`config.mk`:
```
export PLATFORM = sky130hd
export DESIGN_NAME = source_text_tokenizer
export DESIGN_NICKNAME = d
export VERILOG_FILES = /design/src/rtl/stt_pkg.sv /design/src/rtl/stt_lexer.sv /design/src/rtl/stt_queue.sv /design/src/rtl/source_text_tokenizer.sv
export SDC_FILE = /design/constraint.sdc
export NUM_CORES = 2
export LEC_CHECK = 0
export ABC_AREA = 1
export ABC_CLOCK_PERIOD_IN_PS = 4600
export BUFFER_PORTS_ARGS = -buffer_cell sky130_fd_sc_hd__buf_2
export CAP_MARGIN = 20
export CORE_ASPECT_RATIO = 0.5
export CORE_MARGIN = 2
export CORE_UTILIZATION = 35
export CTS_CLUSTER_SIZE = 20
export DETAILED_ROUTE_END_ITERATION = 8
export MAX_ROUTING_LAYER = met4
export SYNTH_ARGS = -nofsm -noshare
export SYNTH_HDL_FRONTEND = slang
export SYNTH_SLANG_ARGS = --single-unit
```
`constraint.sdc`:
```
create_clock -name clk -period 4.6 [get_ports clk]
set_input_delay 0.69 -clock clk [delete_from_list [all_inputs] [get_ports clk]]
set_output_delay 0.69 -clock clk [all_outputs]
set_load 0.02 [all_outputs]
```
`src/rtl/stt_pkg.sv`:
```
// Shared types and constants for the source text tokenizer.
`default_nettype none

package stt_pkg;

    localparam int KIND_W = 6;
    localparam int FRAC_W = 8;
    localparam int CHAR_W = 8;
    localparam int KW_COUNT = 18;
    localparam int PREFIX_BYTES = 8;
    localparam int Q_DEPTH = 3;

    localparam logic [KIND_W-1:0] KIND_NUMBER = 6'd0;
    localparam logic [KIND_W-1:0] KIND_IDENT  = 6'd1;
    localparam logic [KIND_W-1:0] KIND_KEY0   = 6'd2;
    localparam logic [KIND_W-1:0] KIND_OP0    = 6'd20;
    localparam logic [KIND_W-1:0] KIND_EOL    = 6'd31;
    localparam logic [KIND_W-1:0] KIND_EOF    = 6'd32;
    localparam logic [KIND_W-1:0] KIND_ERROR  = 6'd33;

    localparam logic [CHAR_W-1:0] CH_NUL   = 8'h00;
    localparam logic [CHAR_W-1:0] CH_TAB   = 8'h09;
    localparam logic [CHAR_W-1:0] CH_LF    = 8'h0a;
    localparam logic [CHAR_W-1:0] CH_CR    = 8'h0d;
    localparam logic [CHAR_W-1:0] CH_SPACE = 8'h20;
    localparam logic [CHAR_W-1:0] CH_DOT   = 8'h2e;
    localparam logic [CHAR_W-1:0] CH_UNDER = 8'h5f;
    localparam logic [CHAR_W-1:0] CH_ZERO  = 8'h30;
    localparam logic [CHAR_W-1:0] CH_NINE  = 8'h39;

    typedef enum logic [2:0] {
        MODE_IDLE,
        MODE_INT,
        MODE_FRAC,
        MODE_WORD,
        MODE_DROP
    } mode_t;

    // Tokens written into the output queue for one accepted byte.
    typedef struct packed {
        logic first;
        logic second;
    } push_t;

    // Keywords packed with the first character in the low byte.
    localparam logic [63:0] KW_PACKED [KW_COUNT] = '{
        64'h0000_006c_6163_6f6c,  // local
        64'h0000_6c61_626f_6c67,  // global
        64'h0000_0000_0000_6669,  // if
        64'h0000_0000_6573_6c65,  // else
        64'h0000_0000_0072_6f66,  // for
        64'h0000_0065_6c69_6877,  // while
        64'h0000_0000_0000_6f64,  // do
        64'h6e6f_6974_636e_7566,  // function
        64'h0000_6e72_7574_6572,  // return
        64'h0000_006b_6165_7262,  // break
        64'h6575_6e69_746e_6f63,  // continue
        64'h0000_0000_6c6f_6f62,  // bool
        64'h0000_0000_0074_6e69,  // int
        64'h0000_0074_616f_6c66,  // float
        64'h0000_676e_6972_7473,  // string
        64'h0000_0065_6c62_6174,  // table
        64'h0000_0000_6575_7274,  // true
        64'h0000_0065_736c_6166   // false
    };

    localparam logic [3:0] KW_LEN [KW_COUNT] = '{
        4'd5, 4'd6, 4'd2, 4'd4, 4'd3, 4'd5, 4'd2, 4'd8, 4'd6,
        4'd5, 4'd8, 4'd4, 4'd3, 4'd5, 4'd6, 4'd5, 4'd4, 4'd5
    };

    // Map an operator or bracket byte to its offset from KIND_OP0.
    function automatic logic [4:0] op_index(input logic [CHAR_W-1:0] c);
        logic [4:0] idx;
        case (c)
            8'h2b:   idx = 5'd0;   // +
            8'h2d:   idx = 5'd1;   // -
            8'h2a:   idx = 5'd2;   // *
            8'h2f:   idx = 5'd3;   // /
            8'h3d:   idx = 5'd4;   // =
            8'h28:   idx = 5'd5;   // (
            8'h29:   idx = 5'd6;   // )
            8'h7b:   idx = 5'd7;   // {
            8'h7d:   idx = 5'd8;   // }
            8'h5b:   idx = 5'd9;   // [
            8'h5d:   idx = 5'd10;  // ]
            default: idx = 5'd31;
        endcase
        return idx;
    endfunction

endpackage

`default_nettype wire

```
`src/rtl/stt_lexer.sv`:
```
// Byte classifier, token state and token builder of the tokenizer.
`default_nettype none

module stt_lexer
    import stt_pkg::*;
#(
    parameter int LINE_BITS   = 16,
    parameter int OFFSET_BITS = 24,
    parameter int MANT_BITS   = 48,
    parameter int KEYWORD_MAX = 8,
    parameter int TOK_W       = KIND_W + 2 * LINE_BITS + 2 * OFFSET_BITS + MANT_BITS
                                + FRAC_W + 1 + CHAR_W + 1
)
(
    input  wire logic              clk,
    input  wire logic              rst_n,
    input  wire logic              take,
    input  wire logic [CHAR_W-1:0] ch,
    output logic      [TOK_W-1:0]  tok0,
    output logic      [TOK_W-1:0]  tok1,
    output push_t                  push
);

    mode_t                  mode_reg, mode_next;
    logic [LINE_BITS-1:0]   line_reg, line_next;
    logic [LINE_BITS-1:0]   col_reg, col_next;
    logic [OFFSET_BITS-1:0] off_reg, off_next;
    logic [LINE_BITS-1:0]   sline_reg, sline_next;
    logic [LINE_BITS-1:0]   scol_reg, scol_next;
    logic [OFFSET_BITS-1:0] soff_reg, soff_next;
    logic [OFFSET_BITS-1:0] len_reg, len_next;
    logic [MANT_BITS-1:0]   mant_reg, mant_next;
    logic [FRAC_W-1:0]      frac_reg, frac_next;
    logic                   ovf_reg, ovf_next;
    logic [63:0]            prefix_reg, prefix_next;

    logic                   is_digit, is_alpha, is_wordc, is_blank, is_op;
    logic [4:0]             op_idx;
    logic                   in_num, cont, starting, restart;
    logic [MANT_BITS+3:0]   mant_x10;
    logic [MANT_BITS-1:0]   mant_add;
    logic                   ovf_add;
    logic [OFFSET_BITS-1:0] len_inc;
    logic [KIND_W-1:0]      word_kind;
    logic                   end_valid, new_valid;
    logic [KIND_W-1:0]      new_kind;
    logic [OFFSET_BITS-1:0] new_len;
    logic [CHAR_W-1:0]      new_bad;
    logic [TOK_W-1:0]       tok_end, tok_new;

    function automatic logic [TOK_W-1:0] pack_tok(
        input logic [KIND_W-1:0]      kind,
        input logic [LINE_BITS-1:0]   ln,
        input logic [LINE_BITS-1:0]   col,
        input logic [OFFSET_BITS-1:0] off,
        input logic [OFFSET_BITS-1:0] len,
        input logic [MANT_BITS-1:0]   mant,
        input logic [FRAC_W-1:0]      frac,
        input logic                   ovf,
        input logic [CHAR_W-1:0]      bad,
        input logic                   fin
    );
        return {kind, ln, col, off, len, mant, frac, ovf, bad, fin};
    endfunction

    always_comb
    begin
        is_digit = (ch >= CH_ZERO) && (ch <= CH_NINE);
        is_alpha = ((ch >= 8'h61) && (ch <= 8'h7a)) || ((ch >= 8'h41) && (ch <= 8'h5a));
        is_wordc = is_alpha || is_digit || (ch == CH_UNDER);
        is_blank = (ch == CH_SPACE) || (ch == CH_TAB) || (ch == CH_CR);
        op_idx   = op_index(ch);
        is_op    = (op_idx != 5'd31);

        in_num = (mode_reg == MODE_INT) || (mode_reg == MODE_FRAC);
        cont   = (in_num && is_digit)
               || ((mode_reg == MODE_INT) && (ch == CH_DOT))
               || ((mode_reg == MODE_WORD) && is_wordc)
               || (mode_reg == MODE_DROP);
        starting = !cont;
        restart  = (ch == CH_NUL) && (starting || (mode_reg == MODE_DROP));

        // mantissa * 10 + digit, saturating when the carry leaves the field
        mant_x10 = ({4'b0, mant_reg} << 3) + ({4'b0, mant_reg} << 1)
                 + (MANT_BITS + 4)'(ch[3:0]);
        ovf_add  = ovf_reg || (mant_x10[MANT_BITS+3:MANT_BITS] != 4'd0);
        mant_add = ovf_add ? {MANT_BITS{1'b1}} : mant_x10[MANT_BITS-1:0];
        len_inc  = (len_reg != {OFFSET_BITS{1'b1}}) ? len_reg + 1'b1 : len_reg;

        word_kind = KIND_IDENT;
        if ((len_reg <= OFFSET_BITS'(KEYWORD_MAX)) && (len_reg <= OFFSET_BITS'(PREFIX_BYTES)))
        begin
            for (int i = 0; i < KW_COUNT; i++)
            begin
                if ((len_reg == OFFSET_BITS'(KW_LEN[i])) && (prefix_reg == KW_PACKED[i]))
                    word_kind = KIND_KEY0 + KIND_W'(i);
            end
        end

        // token closed by this byte
        end_valid = starting && (in_num || (mode_reg == MODE_WORD));

        // token opened by this byte, or eof while dropping
        new_valid = 1'b0;
        new_kind  = KIND_ERROR;
        new_len   = OFFSET_BITS'(1);
        new_bad   = '0;
        if (mode_reg == MODE_DROP)
        begin
            new_valid = (ch == CH_NUL);
            new_kind  = KIND_EOF;
            new_len   = '0;
        end
        else if (starting && !is_blank && !is_digit && !is_alpha && (ch != CH_UNDER))
        begin
            new_valid = 1'b1;
            if (is_op)
                new_kind = KIND_OP0 + KIND_W'(op_idx);
            else if (ch == CH_LF)
                new_kind = KIND_EOL;
            else if (ch == CH_NUL)
            begin
                new_kind = KIND_EOF;
                new_len  = '0;
            end
            else
                new_bad = ch;
        end

        tok_end = pack_tok(in_num ? KIND_NUMBER : word_kind, sline_reg, scol_reg, soff_reg,
                           len_reg, in_num ? mant_reg : '0, in_num ? frac_reg : '0,
                           in_num ? ovf_reg : 1'b0, '0, !new_valid);
        tok_new = pack_tok(new_kind, line_reg, col_reg, off_reg, new_len, '0, '0, 1'b0,
                           new_bad, 1'b1);

        tok0        = end_valid ? tok_end : tok_new;
        tok1        = tok_new;
        push.first  = take && (end_valid || new_valid);
        push.second = take && end_valid && new_valid;
    end

    always_comb
    begin
        mode_next   = mode_reg;
        line_next   = line_reg;
        col_next    = col_reg;
        off_next    = off_reg;
        sline_next  = sline_reg;
        scol_next   = scol_reg;
        soff_next   = soff_reg;
        len_next    = len_reg;
        mant_next   = mant_reg;
        frac_next   = frac_reg;
        ovf_next    = ovf_reg;
        prefix_next = prefix_reg;

        if (take)
        begin
            // position
            if (restart)
            begin
                line_next = '0;
                col_next  = '0;
                off_next  = '0;
            end
            else
            begin
                if (ch == CH_LF)
                begin
                    col_next = '0;
                    if (line_reg != {LINE_BITS{1'b1}})
                        line_next = line_reg + 1'b1;
                end
                else if (col_reg != {LINE_BITS{1'b1}})
                    col_next = col_reg + 1'b1;
                if (off_reg != {OFFSET_BITS{1'b1}})
                    off_next = off_reg + 1'b1;
            end

            if (cont)
            begin
                case (mode_reg)
                    MODE_INT, MODE_FRAC:
                    begin
                        len_next = len_inc;
                        if (is_digit)
                        begin
                            mant_next = mant_add;
                            ovf_next  = ovf_add;
                            if (mode_reg == MODE_FRAC)
                            begin
                                if (frac_reg != {FRAC_W{1'b1}})
                                    frac_next = frac_reg + 1'b1;
                                else
                                    ovf_next = 1'b1;
                            end
                        end
                        else
                            mode_next = MODE_FRAC;
                    end
                    MODE_WORD:
                    begin
                        len_next = len_inc;
                        if (len_reg < OFFSET_BITS'(PREFIX_BYTES))
                            prefix_next[8 * len_reg[2:0] +: 8] = ch;
                    end
                    MODE_DROP:
                    begin
                        if (ch == CH_NUL)
                            mode_next = MODE_IDLE;
                    end
                    default:
                    begin
                        mode_next = MODE_IDLE;
                    end
                endcase
            end
            else
            begin
                mode_next = MODE_IDLE;
                if (is_digit || is_alpha || (ch == CH_UNDER))
                begin
                    sline_next  = line_reg;
                    scol_next   = col_reg;
                    soff_next   = off_reg;
                    len_next    = OFFSET_BITS'(1);
                    frac_next   = '0;
                    ovf_next    = 1'b0;
                    mant_next   = '0;
                    prefix_next = '0;
                    if (is_digit)
                    begin
                        mode_next = MODE_INT;
                        mant_next = MANT_BITS'(ch[3:0]);
                    end
                    else
                    begin
                        mode_next        = MODE_WORD;
                        prefix_next[7:0] = ch;
                    end
                end
                else if (!is_blank && !is_op && (ch != CH_LF) && (ch != CH_NUL))
                    mode_next = MODE_DROP;
            end
        end
    end

    always_ff @(posedge clk or negedge rst_n)
    begin
        if (!rst_n)
        begin
            mode_reg   <= MODE_IDLE;
            line_reg   <= '0;
            col_reg    <= '0;
            off_reg    <= '0;
            sline_reg  <= '0;
            scol_reg   <= '0;
            soff_reg   <= '0;
            len_reg    <= '0;
            mant_reg   <= '0;
            frac_reg   <= '0;
            ovf_reg    <= 1'b0;
            prefix_reg <= '0;
        end
        else
        begin
            mode_reg   <= mode_next;
            line_reg   <= line_next;
            col_reg    <= col_next;
            off_reg    <= off_next;
            sline_reg  <= sline_next;
            scol_reg   <= scol_next;
            soff_reg   <= soff_next;
            len_reg    <= len_next;
            mant_reg   <= mant_next;
            frac_reg   <= frac_next;
            ovf_reg    <= ovf_next;
            prefix_reg <= prefix_next;
        end
    end

endmodule

`default_nettype wire

```
`src/rtl/stt_queue.sv`:
```
// Three-entry shifting result queue with up to two writes per cycle.
`default_nettype none

module stt_queue
    import stt_pkg::*;
#(
    parameter int WIDTH = 160
)
(
    input  wire logic             clk,
    input  wire logic             rst_n,
    input  push_t                 push,
    input  wire logic [WIDTH-1:0] wr0,
    input  wire logic [WIDTH-1:0] wr1,
    input  wire logic             pop,
    output logic      [WIDTH-1:0] head,
    output logic                  head_valid,
    output logic                  full
);

    localparam int CNT_W = $clog2(Q_DEPTH + 1);

    logic [WIDTH-1:0] q_reg   [Q_DEPTH];
    logic [WIDTH-1:0] q_next  [Q_DEPTH];
    logic [WIDTH-1:0] shifted [Q_DEPTH];
    logic [CNT_W-1:0] count_reg, count_next;
    logic [CNT_W-1:0] base;
    logic             pop_ok;

    assign head       = q_reg[0];
    assign head_valid = (count_reg != '0);
    // hold off input unless two free slots remain
    assign full       = (count_reg > CNT_W'(Q_DEPTH - 2));
    assign pop_ok     = pop && head_valid;

    always_comb
    begin
        base = count_reg - CNT_W'(pop_ok);
        for (int i = 0; i < Q_DEPTH - 1; i++)
            shifted[i] = pop_ok ? q_reg[i + 1] : q_reg[i];
        shifted[Q_DEPTH-1] = q_reg[Q_DEPTH-1];
        for (int i = 0; i < Q_DEPTH; i++)
        begin
            q_next[i] = shifted[i];
            if (push.first && (base == CNT_W'(i)))
                q_next[i] = wr0;
            if (push.second && (base + 1'b1 == CNT_W'(i)))
                q_next[i] = wr1;
        end
        count_next = base + CNT_W'(push.first) + CNT_W'(push.second);
    end

    always_ff @(posedge clk)
    begin
        for (int i = 0; i < Q_DEPTH; i++)
            q_reg[i] <= q_next[i];
    end

    always_ff @(posedge clk or negedge rst_n)
    begin
        if (!rst_n)
            count_reg <= '0;
        else
            count_reg <= count_next;
    end

endmodule

`default_nettype wire

```
`src/rtl/source_text_tokenizer.sv`:
```
// Top level of the streaming source text tokenizer.
// Tokens wait in the result queue, whose head drives the output, behind older ones and
// while tok_stall is high. Throughput: one byte per cycle while ch_stall is low; a byte
// that closes a token and opens another yields two beats, and input then stalls on ch_stall.
// Reset: position, scan mode and accumulators return to zero, the queue empties.
`default_nettype none

module source_text_tokenizer
    import stt_pkg::*;
#(
    parameter int LINE_BITS   = 16,
    parameter int OFFSET_BITS = 24,
    parameter int MANT_BITS   = 48,
    parameter int KEYWORD_MAX = 8
)
(
    input  wire logic                   clk,
    input  wire logic                   rst_n,
    // source byte channel
    input  wire logic                   ch_valid,
    output logic                        ch_stall,
    input  wire logic [CHAR_W-1:0]      ch,
    // token channel
    output logic                        tok_valid,
    input  wire logic                   tok_stall,
    output logic      [KIND_W-1:0]      kind,
    output logic      [LINE_BITS-1:0]   tok_line,
    output logic      [LINE_BITS-1:0]   tok_column,
    output logic      [OFFSET_BITS-1:0] tok_offset,
    output logic      [OFFSET_BITS-1:0] tok_length,
    output logic      [MANT_BITS-1:0]   mantissa,
    output logic      [FRAC_W-1:0]      frac_digits,
    output logic                        overflowed,
    output logic      [CHAR_W-1:0]      bad_char,
    output logic                        last
);

    // One token as it sits in the queue, fields in port order.
    localparam int TOK_W = KIND_W + 2 * LINE_BITS + 2 * OFFSET_BITS + MANT_BITS
                         + FRAC_W + 1 + CHAR_W + 1;

    logic             take;
    logic [TOK_W-1:0] tok0, tok1, head;
    push_t            push;

    // A byte beat goes straight into the lexer state; the queue takes the tokens it makes.
    assign take = ch_valid && !ch_stall;

    stt_lexer #(
        .LINE_BITS   (LINE_BITS),
        .OFFSET_BITS (OFFSET_BITS),
        .MANT_BITS   (MANT_BITS),
        .KEYWORD_MAX (KEYWORD_MAX),
        .TOK_W       (TOK_W)
    ) u_lexer (
        .clk   (clk),
        .rst_n (rst_n),
        .take  (take),
        .ch    (ch),
        .tok0  (tok0),
        .tok1  (tok1),
        .push  (push)
    );

    // The queue head is the output register; stall input when it cannot take two more.
    stt_queue #(
        .WIDTH (TOK_W)
    ) u_queue (
        .clk        (clk),
        .rst_n      (rst_n),
        .push       (push),
        .wr0        (tok0),
        .wr1        (tok1),
        .pop        (!tok_stall),
        .head       (head),
        .head_valid (tok_valid),
        .full       (ch_stall)
    );

    // Unpack the head token onto the result ports.
    assign {kind, tok_line, tok_column, tok_offset, tok_length, mantissa, frac_digits,
            overflowed, bad_char, last} = head;

endmodule

`default_nettype wire

```
=== Word-level counts from Yosys, hierarchy flattened ===
Memory sizes are Yosys's and may differ from the RTL's.
Cells that the tools add are included.

* Flip-flop bits (word level): 262
* RAM bits: 456
* Input bits: 12
* Output and inout bits: 154
* Word-level logic and storage cells: 287
* Memories: 1

{| class="wikitable"
|+ Memory list
! name !! words !! bits a word !! rd ports !! clocked after memory_dff !! wr ports !! RTL line !! text
|-
| u_queue.q_reg || 3 || 152 || 3 || 0 || 3 || stt_queue.sv:23 || <nowiki>logic [WIDTH-1:0] q_reg [Q_DEPTH];</nowiki>
|}

* Add/subtract/negate cells: 13
* Order comparisons: 9
* Equal/unequal tests: 68
* Shift operators: 2
* Muxes and demuxes: 93
* Bitwise logic cells: 1
* Reductions and logical operators: 87

{| class="wikitable"
|+ Operator list
! operator !! count
|-
| 152-bit two-way mux || 9
|-
| 64-bit by 39-bit equality test with 1-bit output, second input constant || 6
|-
| 48-bit two-way mux || 6
|-
| 64-bit two-way mux || 4
|-
| 24-bit two-way mux || 10
|-
| 64-bit by 31-bit equality test with 1-bit output, second input constant || 3
|-
| 64-bit by 47-bit equality test with 1-bit output, second input constant || 3
|-
| 64-bit by 15-bit equality test with 1-bit output, second input constant || 2
|-
| 64-bit by 23-bit equality test with 1-bit output, second input constant || 2
|-
| 64-bit by 63-bit equality test with 1-bit output, second input constant || 2
|-
| 8-bit two-way mux || 13
|-
| 16-bit two-way mux || 6
|-
| 24-bit by 3-bit equality test with 1-bit output, second input constant || 3
|-
| 8-bit by 6-bit equality test with 1-bit output, second input constant || 9
|-
| 64-bit bitwise mux || 1
|-
| 8-bit by 34-bit variable shift with 64-bit output, first input constant || 1
|-
| 8-bit by 34-bit variable part select with 64-bit output || 1
|-
| 5-bit one-hot mux with 11 select lines || 1
|-
| 51-bit by 49-bit adder with 52-bit output || 1
|-
| 52-bit by 4-bit adder with 52-bit output || 1
|-
| 24-bit by 1-bit adder with 24-bit output, second input constant || 2
|-
| 24-bit by 2-bit equality test with 1-bit output, second input constant || 2
|-
| 24-bit inequality test, second input constant || 2
|-
| 1-bit logical AND || 44
|-
| other kinds (52) || 139
|}

=== Depth between registers and ports, before layout ===
* Depth after elaboration: 25
* Mapped depth: 20
* Depth with buffers taken out: 18

=== Cells and area by module ===
Synthesis repeated with hierarchy kept, for this count alone.

* Cells, all modules: 6055
* Area, all modules: 45746.4 sq um

{| class="wikitable"
|+ Modules (own cells, without submodules)
! module !! instances !! cells each !! area an instance (sq um) !! seq. area each (sq um)
|-
| stt_queue || 1 || 2834 || 24863.8 || 13743.2
|-
| stt_lexer || 1 || 3218 || 20868.8 || 6506.2
|-
| source_text_tokenizer || 1 || 3 || 13.8 || 0.0
|}

=== Worst setup path after synthesis ===
No wires, ideal clock.

* Path type: input-to-reg
* Start point: input ch[1]
* End point: memory u_queue.q_reg[0][100] (netlist name) (enable)
* Library setup time: 0.431 ns
* Arrival: 3.913 ns
* Required time: 4.169 ns
* Slack: 0.256 ns
* Stages: 18
* Path buffers: 3
* Cell sequence: buf_4 -> inv_2 -> nand2_1 -> nor2_2 -> nand2_1 -> nand3_1 -> nand2_1 -> nand2_2 -> inv_2 -> nor2_4 -> nand3_2 -> nor2_1 -> nand3_2 -> inv_2 -> nand2_2 -> buf_2 -> buf_2 -> nand2_1

{| class="wikitable"
|+ RTL lines
! what !! RTL line !! text
|-
| start, declared || source_text_tokenizer.sv:22 || <nowiki>input wire logic [CHAR_W-1:0] ch,</nowiki>
|-
| end, declared || stt_queue.sv:23 ||
|}

==> run summary <==
The flow ran to the end, and the final reports show no timing, DRC or antenna violations. The number of standard cells in the final layout excluding fillers came out at around 7000. The layout overhead on the synthesized area came out at 9.05%. The number of hold buffers added after cts came out at 0. For this configuration, the core starts out at a cell density of roughly 35%. The top-level port count came out at approximately 170. The post-synth net total is 5696. Measured along the y axis, the die boundary spans 246 um. Dividing the detail-routed wire length by the instance count gives 16.8 um.

In this run the clock root is driven by a sky130_fd_sc_hd__clkbuf_16. The arrival time at the worst endpoint is around 4000 ps. The number of buffers on the longest clock path is 3. The count of unresolved DRC violations after routing came out at 0. Leaving out fill and tap cells, the most frequent cells in the layout are sky130_fd_sc_hd__nand2_1 (1517), sky130_fd_sc_hd__inv_1 (586), sky130_fd_sc_hd__nor2_1 (539).

The first TritonRoute pass finished after 6 iterations. The worst setup path is captured at a register. Row generation in the floorplan step produced 88 rows. In this run the worst hold path is classified as in -> async. The final HPWL from detailed placement is 79900 um.

In this run the post-CTS setup repair buffer count came out at 0. The number of H-tree levels came out at 3. Across all layers, the routed design uses 35700 vias.

The detailed router's first-iteration violation count came out at approximately 2900. In this run, the combinational gates consume 36.4% of the power. The area share of the largest cell type after synthesis is between 10% and 20%. The most critical setup path has its startpoint at u_queue.count_reg[1].

The post-detailed-routing wire length is between 100000 and 150000 um. The path type of the worst setup path is reg -> reg. The worst-case clock skew is 33.9 ps. The clock network burns 24.5% of the power. The worst register-to-register path has a setup slack of approximately 980 ps. The initial antenna violation count came out at 0.

The residual antenna-violating net count after detailed routing came out at 0. The synthesized design contains 213 enable-type register cells. Based on the critical path, the design can be clocked at up to roughly 280 MHz. Measured against its own limit, the worst slew margin works out to a little under a third.

The pin count of the biggest net entering global routing is between 150 and 200. The share of async-settable or async-resettable flops after synthesis is 36.5%. The die area is roughly 120000 um2. The highest fanout seen on the critical path came out at between 50 and 60. After synthesis the cells add up to 41000 um2. The number of placed instances, taps included, is approximately 7000. The power density of the placed cells is 577 nW/um2. Max-cap violations in this run came to 0. The via count of the first global-routing pass came out at roughly 34000. The region available for standard cell placement spans between 100000 and 150000 um2.

The slew at the pin with the worst max-slew slack is between 1000 and 1500 ps. The final count of hold timing violations came out at 0. After the last flow step, the layout net total stands at 5576. The startpoint identified for the worst register-to-register timing path is u_queue.count_reg[1]. At the worst endpoint, the required time is approximately 5000 ps. The count of cells along the worst register-to-register path came out at 14.

The global-route wire length before repair came out at between 150000 and 200000 um. In the synthesized netlist the dominant register cell turns out to be sky130_fd_sc_hd__dfrtp_1. The library cell occupying the most area in the post-synthesis netlist is sky130_fd_sc_hd__dfrtp_1. The CTS clock-pin slew for the worst setup and hold paths came out at around 60 ps. The remaining global-route overflow came out at 0.

During synthesis, Yosys emitted a total of 0 warnings. The final max-slew violation count came out at 0. The part of the total power dissipated in sequential elements is 39.1%. The internal power of the cells totals 15.2 mW. The share of the clock period used by the worst path came out at approximately 79%. The via density per instance came out at slightly above 5.

The fraction of power spent switching nets came out at roughly two fifths. Leaving out fill and tap cells, the most frequent cell in the layout is sky130_fd_sc_hd__nand2_1. The port buffer count came out at about 170. Routability-driven placement finished with a final weighted congestion of between 0.9 and 1. The cell count after synthesis came out at approximately 5600. The setup TNS after final layout came out at 0 ps. The critical path ends at u_queue.q_reg[0][298]. The maximum VDD drop is about 0.35 mV. The net switching power of the design came out at 10.5 mW. The register with the most flip-flops in the layout has around 460 of them.

Setup repair after global routing left no endpoint under its margin. The endpoint identified for the worst register-to-register timing path is u_queue.q_reg[0][298]. The synthesized area divided by synthesized cell count is around 7.4 um2. Synthesis inferred about 720 register bits. The final critical-path required period is approximately 3600 ps.

The element type at the critical path start is a register. Sequential cells were found to cover between 40% and 50% of the synthesized design area. CTS saw slightly above 700 sinks. The later pin in the worst-skew pair is clocked with a latency of around 680 ps. Yosys attributes the largest share of cell area to sky130_fd_sc_hd__dfrtp_1 (16%), sky130_fd_sc_hd__edfxtp_1 (16%), sky130_fd_sc_hd__nand2_1 (14%). Global routing consumed, over all layers together, about 20% of the routing resources.

The proportion of layout cells with a drive suffix above 1 is between 7 and 8%. In this run the static leakage power is between 15 and 20 nW. The horizontal die dimension is between 400 and 500 um. The total of cells resized after clock tree synthesis is 0. The repair_antennas step left the layout with diodes totalling 0. The number of buffers created by CTS is between 70 and 80. After synthesis, the netlist uses between 50 and 60 different library cells.

The count of endpoints failing setup in the final report is 0. TritonCTS built the clock tree.
-- stage by stage --
stage / setup slack [ps] / cell area [um2] / total power, mW / util (%) / hold slack [ps]
5_1_grt: 834 / 44700 / 27.6 / 38.7 / 67.3
6_report: 978 / 44700 / 25.8 / 38.7 / 30.3
4_1_cts: 993 / 44700 / 26.0 / 38.7 / 27.7
2_1_floorplan: 256 / 41000 / 17.2 / - / 394
3_5_place_dp: 617 / 42200 / 19.6 / 36.5 / 439
3_3_place_gp: 691 / 42200 / 19.5 / 36.5 / 437
-- cell type report --
class                   instances  area, um2
well taps                    1575       1970
fillers                     12100      71000
multi-input cells            3824      18600
repair buffers                224       1480
clock buffers                 110       2210
inverters                     613       2310
clock inverters                28        313
flip-flops and latches        718      17800
-- critical path, stage by stage (launching register included) --
cell and delay (ps):
sky130_fd_sc_hd__dfrtp_1 380, sky130_fd_sc_hd__nor2_1 360, sky130_fd_sc_hd__nor2_1 260, sky130_fd_sc_hd__ha_1 260, sky130_fd_sc_hd__or2_2 270, sky130_fd_sc_hd__nand2_1 130
sky130_fd_sc_hd__inv_1 70, sky130_fd_sc_hd__nor2_1 90, sky130_fd_sc_hd__buf_4 220, sky130_fd_sc_hd__inv_1 100, sky130_fd_sc_hd__nor2_4 210, sky130_fd_sc_hd__buf_4 710
sky130_fd_sc_hd__a21oi_1 80, sky130_fd_sc_hd__nand2_1 100, sky130_fd_sc_hd__nand2_1 50
-- layer usage --
layer  vias up  GRT usage (%)  part of all wire, %
li1      18000              -                    -
met1     16800           26.7                   47
met2       832           32.1                   46
met3       154           3.14                  5.1
met4         0           5.49                  2.4
met5         -              -                    0
-- how the worst min path moves through the flow --
stage                          start               endpoint  slack (ps)  depth (start not counted)
4_1_cts                        rst_n   u_lexer.mant_reg[11]          30                          1
3_5_place_dp   u_queue.q_reg[0][183]  u_queue.q_reg[0][183]         440                          2
3_3_place_gp   u_queue.q_reg[0][216]  u_queue.q_reg[0][216]         440                          2
5_1_grt                        rst_n    u_lexer.mant_reg[7]          70                          1
6_report                       rst_n   u_lexer.mant_reg[11]          30                          1
2_1_floorplan                  rst_n     u_lexer.col_reg[0]         390                          0
-- cells in the mapped netlist (all sizes together) (2+ instances only) --
library cell	number
edfxtp	213
o31ai	19
fa	3
xor2	55
a21o	5
nor2	546
a22oi	38
nor4	20
nor3	97
clkbuf	120
inv	609
buf	300
nand3	458
nand2	1533
a31oi	5
clkinv	4
a21boi	2
o211ai	61
xnor2	9
nand4	73
a211oi	5
and2	3
a21oi	124
nand3b	18
o21ai	431
or2	14
dfrtp	262
o22ai	177
o21a	7
o21bai	7
dfxtp	243
o41ai	2
ha	106
-- cell families after synthesis --
group | synth area share, %
fa+ha+maj | 3.38
compound gates | 12.3
flops | 43.4
xor+xnor | 1.37
simple gates | 28.2
buf+inv | 11.3
-- power groups by stage --
stage          logic (mW)  registers [mW]  clock network, mW
2_1_floorplan        7.36            9.87                  0
3_3_place_gp         9.33            10.2                  0
3_5_place_dp         9.37            10.2                  0
4_1_cts              9.43            10.1               6.45
5_1_grt              10.6            10.3               6.71
6_report             9.40            10.1               6.31
Power figures use the tool's default switching activity.
